--- src/sv/utfd_pkg.sv ---
package utfd_pkg;

    localparam int UnitsMax   = 3;
    localparam int QueueDepth = 4;

    localparam logic [15:0] UnitBom      = 16'hFEFF;
    localparam logic [15:0] UnitQuestion = 16'd63;

    typedef struct packed {
        logic [7:0] in_byte;
        logic       in_last;
    } in_item_t;

    typedef struct packed {
        logic [15:0] code_unit;
        logic        out_last;
    } out_item_t;

    // Up to three words produced by one byte, packed from index 0.
    typedef struct packed {
        out_item_t [UnitsMax-1:0] unit;
        logic      [1:0]          cnt;
    } push_bundle_t;

endpackage

--- src/sv/utfd_core.sv ---
module utfd_core
    import utfd_pkg::*;
(
    input  logic         clk,
    input  logic         rst_n,
    input  logic         advance,
    input  in_item_t     item,
    output push_bundle_t push
);

    logic [15:0] partial_reg;
    logic [15:0] partial_next;
    logic [1:0]  pend_reg;
    logic [1:0]  pend_next;
    logic        first_reg;
    logic        first_next;

    logic [7:0]  b;
    logic        is_cont;
    logic        is_ascii;
    logic        is_lead2;
    logic        is_lead3;
    logic        cut;
    logic [1:0]  p1;
    logic [15:0] pc1;
    logic        f1;
    logic [1:0]  p2;
    logic [15:0] pc2;
    logic        f2;
    logic [15:0] merged;
    logic [15:0] char_unit;
    logic        char_emit;
    logic [3:0]  cand_v;
    out_item_t [3:0] cand;

    assign b        = item.in_byte;
    assign is_ascii = !b[7];
    assign is_cont  = (b[7:6] == 2'b10);
    assign is_lead2 = (b[7:5] == 3'b110);
    assign is_lead3 = (b[7:4] == 4'b1110);

    always_comb
    begin
        // Any byte that is not a continuation closes an open sequence first.
        cut = (pend_reg != 2'd0) && !is_cont;
        p1  = cut ? 2'd0 : pend_reg;
        pc1 = cut ? 16'd0 : partial_reg;
        f1  = cut ? 1'b0 : first_reg;

        merged    = pc1 | ((p1 == 2'd2) ? {4'd0, b[5:0], 6'd0} : {10'd0, b[5:0]});
        p2        = p1;
        pc2       = pc1;
        f2        = 1'b0;
        char_emit = 1'b0;
        char_unit = {8'd0, b};

        if (is_ascii)
        begin
            char_emit = 1'b1;
        end
        else if (is_cont)
        begin
            if (p1 != 2'd0)
            begin
                p2 = p1 - 2'd1;
                if (p1 == 2'd1)
                begin
                    // A complete byte-order mark as the first character is dropped.
                    char_emit = !(f1 && (merged == UnitBom));
                    char_unit = merged;
                    pc2       = 16'd0;
                end
                else
                begin
                    pc2 = merged;
                    f2  = f1;
                end
            end
        end
        else if (is_lead2)
        begin
            pc2 = {5'd0, b[4:0], 6'd0};
            p2  = 2'd1;
        end
        else if (is_lead3)
        begin
            pc2 = {b[3:0], 12'd0};
            p2  = 2'd2;
            f2  = f1;
        end
        else
        begin
            char_emit = 1'b1;
            char_unit = UnitQuestion;
        end

        cand[0] = '{code_unit: partial_reg, out_last: 1'b0};
        cand[1] = '{code_unit: char_unit, out_last: 1'b0};
        cand[2] = '{code_unit: pc2, out_last: 1'b0};
        cand[3] = '{code_unit: 16'd0, out_last: 1'b1};
        cand_v  = {item.in_last, item.in_last && (p2 != 2'd0), char_emit, cut};

        if (item.in_last)
        begin
            partial_next = 16'd0;
            pend_next    = 2'd0;
            first_next   = 1'b1;
        end
        else
        begin
            partial_next = pc2;
            pend_next    = p2;
            first_next   = f2;
        end
    end

    // At most three of the four candidates are ever valid together.
    always_comb
    begin
        logic [2:0] k;
        k    = 3'd0;
        push = '0;
        for (int i = 0; i < 4; i++)
        begin
            if (cand_v[i] && (k < 3'(UnitsMax)))
            begin
                push.unit[k[1:0]] = cand[i];
                k = k + 3'd1;
            end
        end
        push.cnt = k[1:0];
    end

    always_ff @(posedge clk or negedge rst_n)
    begin
        if (!rst_n)
        begin
            partial_reg <= 16'd0;
            pend_reg    <= 2'd0;
            first_reg   <= 1'b1;
        end
        else if (advance)
        begin
            partial_reg <= partial_next;
            pend_reg    <= pend_next;
            first_reg   <= first_next;
        end
    end

endmodule

--- src/sv/utfd_result_queue.sv ---
module utfd_result_queue
    import utfd_pkg::*;
(
    input  logic         clk,
    input  logic         rst_n,
    input  logic         push_en,
    input  push_bundle_t push,
    input  logic         pop,
    output logic         not_empty,
    output logic         room,
    output out_item_t    head,
    output logic [2:0]   count
);

    localparam int PtrW = $clog2(QueueDepth);

    out_item_t             slot_reg [QueueDepth];
    logic [PtrW-1:0]       wr_reg;
    logic [PtrW-1:0]       wr_next;
    logic [PtrW-1:0]       rd_reg;
    logic [PtrW-1:0]       rd_next;
    logic [2:0]            count_reg;
    logic [2:0]            count_next;
    logic [2:0]            after_pop;
    logic [1:0]            n_push;

    assign not_empty = (count_reg != 3'd0);
    assign head      = slot_reg[rd_reg];
    assign count     = count_reg;
    assign after_pop = count_reg - {2'd0, pop};
    // Room for a full three-word burst once this cycle's pop is counted.
    assign room      = (after_pop <= 3'(QueueDepth - UnitsMax));
    assign n_push    = push_en ? push.cnt : 2'd0;

    assign wr_next    = wr_reg + PtrW'(n_push);
    assign rd_next    = rd_reg + PtrW'(pop);
    assign count_next = after_pop + {1'b0, n_push};

    always_ff @(posedge clk)
    begin
        for (int i = 0; i < UnitsMax; i++)
        begin
            if (push_en && (2'(i) < push.cnt))
            begin
                slot_reg[wr_reg + PtrW'(i)] <= push.unit[i];
            end
        end
    end

    always_ff @(posedge clk or negedge rst_n)
    begin
        if (!rst_n)
        begin
            wr_reg    <= '0;
            rd_reg    <= '0;
            count_reg <= 3'd0;
        end
        else
        begin
            wr_reg    <= wr_next;
            rd_reg    <= rd_next;
            count_reg <= count_next;
        end
    end

endmodule

--- src/sv/utf8_to_ucs2_stream_decoder_unit.sv ---
// Path: an accepted byte is registered in the hold register, decoded and written to the result queue.
// Throughput: one byte per cycle while each byte yields at most one word and the output is
// not stalled; a byte that yields more words can stall the input, set by the single output port
// draining the four-entry result queue one word a cycle while out_stall is low.
// Reset: asynchronous, active low; decoder state returns to start of string, queue empties.
module utf8_to_ucs2_stream_decoder_unit
    import utfd_pkg::*;
(
    input  logic      clk,
    input  logic      rst_n,
    input  logic      in_valid,
    output logic      in_stall,
    input  in_item_t  in_data,
    output logic      out_valid,
    input  logic      out_stall,
    output out_item_t out_data
);

    logic         hold_valid_reg;
    logic         hold_valid_next;
    in_item_t     hold_reg;
    logic         advance;
    logic         pop;
    logic         room;
    logic [2:0]   q_count;
    push_bundle_t push;

    assign pop     = out_valid && !out_stall;
    assign advance = hold_valid_reg && room;
    assign in_stall = hold_valid_reg && !room;

    always_comb
    begin
        hold_valid_next = hold_valid_reg;
        if (in_valid && !in_stall)
        begin
            hold_valid_next = 1'b1;
        end
        else if (advance)
        begin
            hold_valid_next = 1'b0;
        end
    end

    always_ff @(posedge clk or negedge rst_n)
    begin
        if (!rst_n)
        begin
            hold_valid_reg <= 1'b0;
        end
        else
        begin
            hold_valid_reg <= hold_valid_next;
        end
    end

    always_ff @(posedge clk)
    begin
        if (in_valid && !in_stall)
        begin
            hold_reg <= in_data;
        end
    end

    utfd_core u_core (
        .clk     (clk),
        .rst_n   (rst_n),
        .advance (advance),
        .item    (hold_reg),
        .push    (push)
    );

    utfd_result_queue u_queue (
        .clk       (clk),
        .rst_n     (rst_n),
        .push_en   (advance),
        .push      (push),
        .pop       (pop),
        .not_empty (out_valid),
        .room      (room),
        .head      (out_data),
        .count     (q_count)
    );

    a_queue_bound: assert property (@(posedge clk) disable iff (!rst_n)
        q_count <= 3'(QueueDepth))
        else $error("result queue over capacity");

    a_drain_only_by_pop: assert property (@(posedge clk) disable iff (!rst_n)
        $fell(out_valid) |-> $past(!out_stall))
        else $error("output word vanished without being taken");

    a_terminator_zero: assert property (@(posedge clk) disable iff (!rst_n)
        out_valid && out_data.out_last |-> out_data.code_unit == 16'd0)
        else $error("terminator word is not zero");

    a_burst_fits: assert property (@(posedge clk) disable iff (!rst_n)
        advance |-> (q_count - 3'(pop) + 3'(push.cnt)) <= 3'(QueueDepth))
        else $error("burst overflows result queue");

endmodule

--- config.mk ---
export PLATFORM = sky130hd
export DESIGN_NAME = utf8_to_ucs2_stream_decoder_unit
export DESIGN_NICKNAME = d
export VERILOG_FILES = /design/src/sv/utfd_pkg.sv /design/src/sv/utfd_core.sv /design/src/sv/utfd_result_queue.sv /design/src/sv/utf8_to_ucs2_stream_decoder_unit.sv
export SDC_FILE = /design/constraint.sdc
export NUM_CORES = 1
export LEC_CHECK = 0
export BUFFER_PORTS_ARGS = -buffer_cell sky130_fd_sc_hd__buf_2
export CORE_MARGIN = 8
export CORE_UTILIZATION = 35
export CTS_BUF_LIST = sky130_fd_sc_hd__clkbuf_4 sky130_fd_sc_hd__clkbuf_8
export CTS_CLUSTER_DIAMETER = 50
export DETAILED_ROUTE_END_ITERATION = 8
export GPL_TIMING_DRIVEN = 0
export PLACE_DENSITY = 0.54
export SLEW_MARGIN = 20
export SYNTH_ARGS = -nofsm -noshare
export SYNTH_HDL_FRONTEND = slang
export SYNTH_SLANG_ARGS = --single-unit
--- constraint.sdc ---
create_clock -name clk -period 5.2 [get_ports clk]
set_clock_uncertainty 0.2 [all_clocks]
set_input_delay 0 -clock clk [delete_from_list [all_inputs] [get_ports clk]]
set_output_delay 0 -clock clk [all_outputs]
set_load 0.02 [all_outputs]
=== Word level (Yosys, flattened, before mapping) ===
Memory sizes are Yosys's and may differ from the RTL's.
Index checks and enable logic that the tools add are counted.
W data, S select, Z words.

* $add $sub $neg: 10
* $lt $le $gt $ge: 13
* Equality and inequality tests: 6
* Mux-type cells: 61
* Bitwise logic cells: 4
* Reductions and logical operators: 26

{| class="wikitable"
|+ Operators by type and width
! cell !! number
|-
| $mux W16 || 13
|-
| $mux W51 || 3
|-
| $bwmux W51 || 2
|-
| $demux W17 S2 || 3
|-
| $mux W17 || 4
|-
| $and A48 B48 Y48 || 1
|-
| $not A48 Y48 || 1
|-
| $mux W1 || 23
|-
| $mux W2 || 9
|-
| $eq A16 B16 Y1 const B || 1
|-
| $logic_and A1 B1 Y1 || 16
|-
| $or A16 B16 Y16 || 1
|-
| $mux W12 || 1
|-
| $mux W8 || 1
|-
| $reduce_bool A2 Y1 || 4
|-
| $lt A2 B3 Y1 const B || 2
|-
| $lt A3 B2 Y1 const B || 2
|-
| $mux W3 || 2
|-
| $logic_not A1 Y1 || 5
|-
| $add A2 B1 Y2 const B || 2
|-
| $eq A2 B2 Y1 const B || 2
|-
| $eq A4 B4 Y1 const B || 1
|-
| $ge A2 B1 Y1 const B || 2
|-
| $lt A1 B2 Y1 const A || 2
|-
| 17 further kinds || 17
|}

* Flip-flop bits (word level): 36
* Bits in writable memories: 68
* Input port bits: 13
* Output and inout bits: 19
* Memories: 1

{| class="wikitable"
|+ Memory list
! memory !! depth !! width !! rd ports !! clocked after Yosys merged registers in !! wr ports !! line !! source
|-
| u_queue.slot_reg || 4 || 17 || 1 || 0 || 3 || utfd_result_queue.sv:17 || <nowiki>out_item_t slot_reg [QueueDepth];</nowiki>
|}

=== Logic depth before layout (Yosys ltp) ===
* Depth after elaboration: 26
* Gate-level depth with buffers: 21

=== Modules after synthesis ===
Synthesis repeated with hierarchy kept, for this count alone.

* Cells, all modules: 626
* Area total of the unflattened synthesis: 7394.6 µm²

{| class="wikitable"
|+ Modules (own cells, without submodules)
! module !! instances !! cells each !! area an instance (µm²)
|-
| utfd_result_queue || 1 || 288 || 4703.3
|-
| utfd_core || 1 || 322 || 2351.0
|-
| utf8_to_ucs2_stream_decoder_unit || 1 || 16 || 340.3
|}

=== Worst setup path after synthesis ===
Ideal clock, no wire load.

* Kind: register to register
* From: register u_core.first_reg
* To: memory u_queue.slot_reg[2][0] in the netlist's numbering, enable pin
* Library setup time: 397 ps
* Data arrival time: 4606 ps
* Required time: 4603 ps
* Slack: -2 ps
* Stages on the path, launching flop included: 17
* Clock period less this slack: 5202 ps
* Path through: dfstp_2 > nand4_1 > or4b_4 > a2111oi_4 > nand4_2 > nand2_1 > nand2_1 > ha_1 > nand2_1 > nand2_1 > fa_1 > o21a_1 > nand2_1 > o31ai_2 > a21oi_1 > o21ai_0 > a21oi_1

{| class="wikitable"
|+ RTL lines
! element !! line !! source
|-
| start, declared || utfd_core.sv:15 || <nowiki>logic first_reg;</nowiki>
|-
| start signal, assigned || utfd_core.sv:146 || <nowiki>first_reg <= first_next;</nowiki>
|-
| end, declared || utfd_result_queue.sv:17 ||
|}

==> results by group <==
Synthesis
  – Syn_nets: between 600 and 700
  – Seq/Total Area, Yosys: 0.4607
  – Ranking of synthesized cells by area: edfxtp_1, dfrtp_1, mux4_2
  – Post-synth top cells: nand2_1, edfxtp_1, nor2_1
  – Mapped Area: approximately 6500 um2
  – Count of different cell masters after synthesis: 78
  – Number of enable flip-flop cells after synthesis: 77
  – Ys Warns: 0
  – Cells after Synth: 649
  – Main synth FF type: edfxtp_1
  – Area leader, netlist: edfxtp_1
  – Share of the synthesized area in the top cell type: 0.3563
  – Fraction of registers with async set/reset: 0.2596
  – Synth Register Bits: 104
  – Most frequent cell after synthesis: nand2_1
  – Mean Syn Cell Area: between 9 and 10 um2

Placement
  – Placed cell count: just over 900
  – GP Congestion: just over 0.9
  – Post-DP HPWL: roughly 15000 um
  – Post-DP Area: roughly 7000 um2
  – IO Port Bufs: 31

Cells and area
  – Share of cells above drive strength 1: 0.2210
  – Fin cells: 958
  – Filler cells: between 1500 and 2000
  – Final instance area: 7654 um2
  – Diodes inserted: 0
  – Util after Layout: 0.4147
  – Max reg flops: 68
  – Area delta synth->final: 17.95%
  – Nets: about 750

Pwr
  – Switching portion of total power: 0.4604
  – Power Internal: approximately 2.4 mW
  – Sw power: 2.018 mW
  – Leak Pwr: roughly 2.7 nW
  – Sequential share of power: 0.313
  – Logic pwr share: 0.560
  – Peak VDD IR: 0.1676 mV
  – Clock Power Share: 0.128
  – PwrDens: between 500 and 600 nW/um2

Critical path
  – Type of destination of the critical path: register
  – CP startpoint: u_core.first_reg$_DFFE_PN1P_
  – Data arrival time at the worst-slack endpoint: 4.99 ns
  – RR Endpoint: u_queue.slot_reg[0][5]$_DFFE_PP_
  – Worst Setup EP: u_queue.slot_reg[0][5]$_DFFE_PP_
  – Crit path kind: register to register
  – Reg2Reg Depth: 20
  – CP Launch Type: register
  – Maximum fanout along the worst path: 8
  – Reg-to-reg slack, setup: 0.17 ns
  – Worst endpoint required time: around 5.2 ns
  – Launch point of the worst reg-to-reg path: u_core.first_reg$_DFFE_PN1P_

Floorplan
  – Starting Density: 0.3516
  – Die W: ~150 um
  – Cell Rows: 50
  – Core box area: about 18000 um2
  – Chip height: between 150 and 200 um
  – Die Area: around 23000 um2
  – Top Ports: 32

Clock tree
  – Clk Latency, worst-skew pair: roughly 0.4 ns
  – H-tree Lvls: 3
  – CTS Sinks: between 100 and 150
  – Clock buffer depth: 2
  – Root buf cell: clkbuf_8
  – Num CTS Buffers: 9
  – CTS tree: done
  – Clock slew at reported path FFs: roughly 0.11 ns

Global route
  – GRT Total Usage: 0.1826
  – First-pass GRT wire length: 32810 um
  – Vias in the first global route: between 5000 and 6000
  – Largest net degree at the start of global routing: 27
  – Initial antenna violation count: 0
  – Global route total overflow: 0

Run
  – Max-cap viol count: 0

Route
  – Antenna Nets Post-Route: 0
  – Drt via density: around 6.1
  – 1st-iter DRT viols: ~710
  – WL final: 21430 um
  – DR WL/cell: around 22 um
  – Drt first pass iters: 6
  – # DRC: 0
  – Vias post-DR: 5851

Timing
  – Worst slew pin tran: roughly 0.85 ns
  – Final Cycle Share: 0.9671
  – Fmax: 0.1989 GHz
  – Final setup fails: 0
  – Slew Limit Headroom: 0.4349
  – Fin. max-slew vios: 0
  – Fin crit period: slightly above 5 ns
  – RSZ-0062 raised after global routing: yes
  – Setup TNS: 0 ns
  – Hold Violations, Final: 0

Hold path
  – Hold_sp: in_data[6]
  – Worst min-delay path class: primary input to register

Run status
  – Status: completed
area by class of cell:
| type | count | area, um2 | share of cell area |
|---|---|---|---|
| Multi-Input combinational cell | 494 | 3447 | 0.4504 |
| Sequential cell | 104 | 2989 | 0.3906 |
| Timing Repair Buffer | 65 | 500.5 | 0.06539 |
| Tap cell | 234 | 292.8 | 0.03825 |
| Buffer | 34 | 171.4 | 0.02240 |
| Clock buffer | 9 | 123.9 | 0.01618 |
| Clock inverter | 7 | 87.58 | 0.01144 |
| Inverter | 11 | 41.29 | 0.005395 |
how the worst min path moves through the flow:
stage / endpoint / slack [ns] / cells past startpoint
after floorplan: hold_valid_reg$_DFFE_PN0P_ / -0.50 / 0
after global placement: u_core.pend_reg[0]$_DFFE_PN0P_ / -0.13 / 1
after detailed placement: u_core.partial_reg[10]$_DFFE_PN0P_ / -0.11 / 1
after CTS: hold_reg[1]$_DFFE_PP_ / 0.07 / 2
after global routing: hold_reg[3]$_DFFE_PP_ / 0.08 / 2
final: hold_reg[6]$_DFFE_PP_ / 0.1 / 2
layout by cell type, fill, tap and decap left out, drive strengths merged, types with 6 or more instances in the layout:
cell and n:
edfxtp 77, ha 12, o211ai 6, a22oi 11, mux4 17, buf 68, nand2 83, nand3 22
nand2b 8, o22ai 41, dfrtp 26, a22o 12, nor2 70, and2 6, o21a 8, a21oi 49
clkbuf 27, inv 14, nor2b 6, o21ai 53, dlygate4sd3 13
layer usage:
layer	share of wire	vias to the layer above	track usage
met5	0	-	0
li1	-	2622	-
met4	0.040	0	0.08901
met2	0.45	331	0.2864
met1	0.43	2844	0.2362
met3	0.078	54	0.03829
worst max-delay path, cell delays in order, from the launching register on:
cell and delay, ns:
dfstp_2 0.55, nand4_1 0.11, or4b_4 0.57, a2111oi_4 0.24
nand4_2 0.20, nand2_4 0.13, nand2_2 0.08, ha_4 0.26
nand2_4 0.08, nand2_4 0.06, fa_2 0.64, ha_1 0.25
nand2_2 0.11, o311ai_4 0.12, buf_12 0.17, or3_1 0.30
buf_4 0.16, nor2_4 0.16, buf_12 0.14, a21oi_1 0.04
a22o_1 0.20
metrics by stage:
| stage | total power [mW] | hold slack (ns) | setup slack (ns) |
|---|---|---|---|
| detailed placement | 3.653 | -0.1078 | -1.224 |
| global placement | 3.599 | -0.1291 | -1.300 |
| global route | 4.636 | 0.07934 | -0.03376 |
| finish | 4.383 | 0.09802 | 0.1712 |
| CTS | 4.320 | 0.07318 | -0.03052 |
| floorplan | 2.924 | -0.4956 | 0.06225 |
cells by family (layout without fill, tap and decap cells):
family,after synthesis,after routing,share of synthesized area
compound gates,224,224,0.2370
xor+xnor,5,5,0.006750
fa+ha+maj,15,15,0.02931
buf+inv,51,126,0.03374
flops,104,104,0.4607
mux,20,20,0.06402
simple gates,230,230,0.1685
power by group through the flow:
stage | sequential [mW] | combinational (mW) | clock, mW
floorplan | 1.34 | 1.58 | 0
global placement | 1.38 | 2.22 | 0
detailed placement | 1.39 | 2.26 | 0
CTS | 1.37 | 2.39 | 0.565
global route | 1.40 | 2.65 | 0.591
finish | 1.37 | 2.45 | 0.559
timing repair:
action	CTS	global route
resized for setup	25	27
hold buffers	14	0
pin swaps	8	9
buffers inserted	11	7
hold endpoints to repair	49	0
setup endpoints to repair	139	129
(Power assumes the default switching activity.)
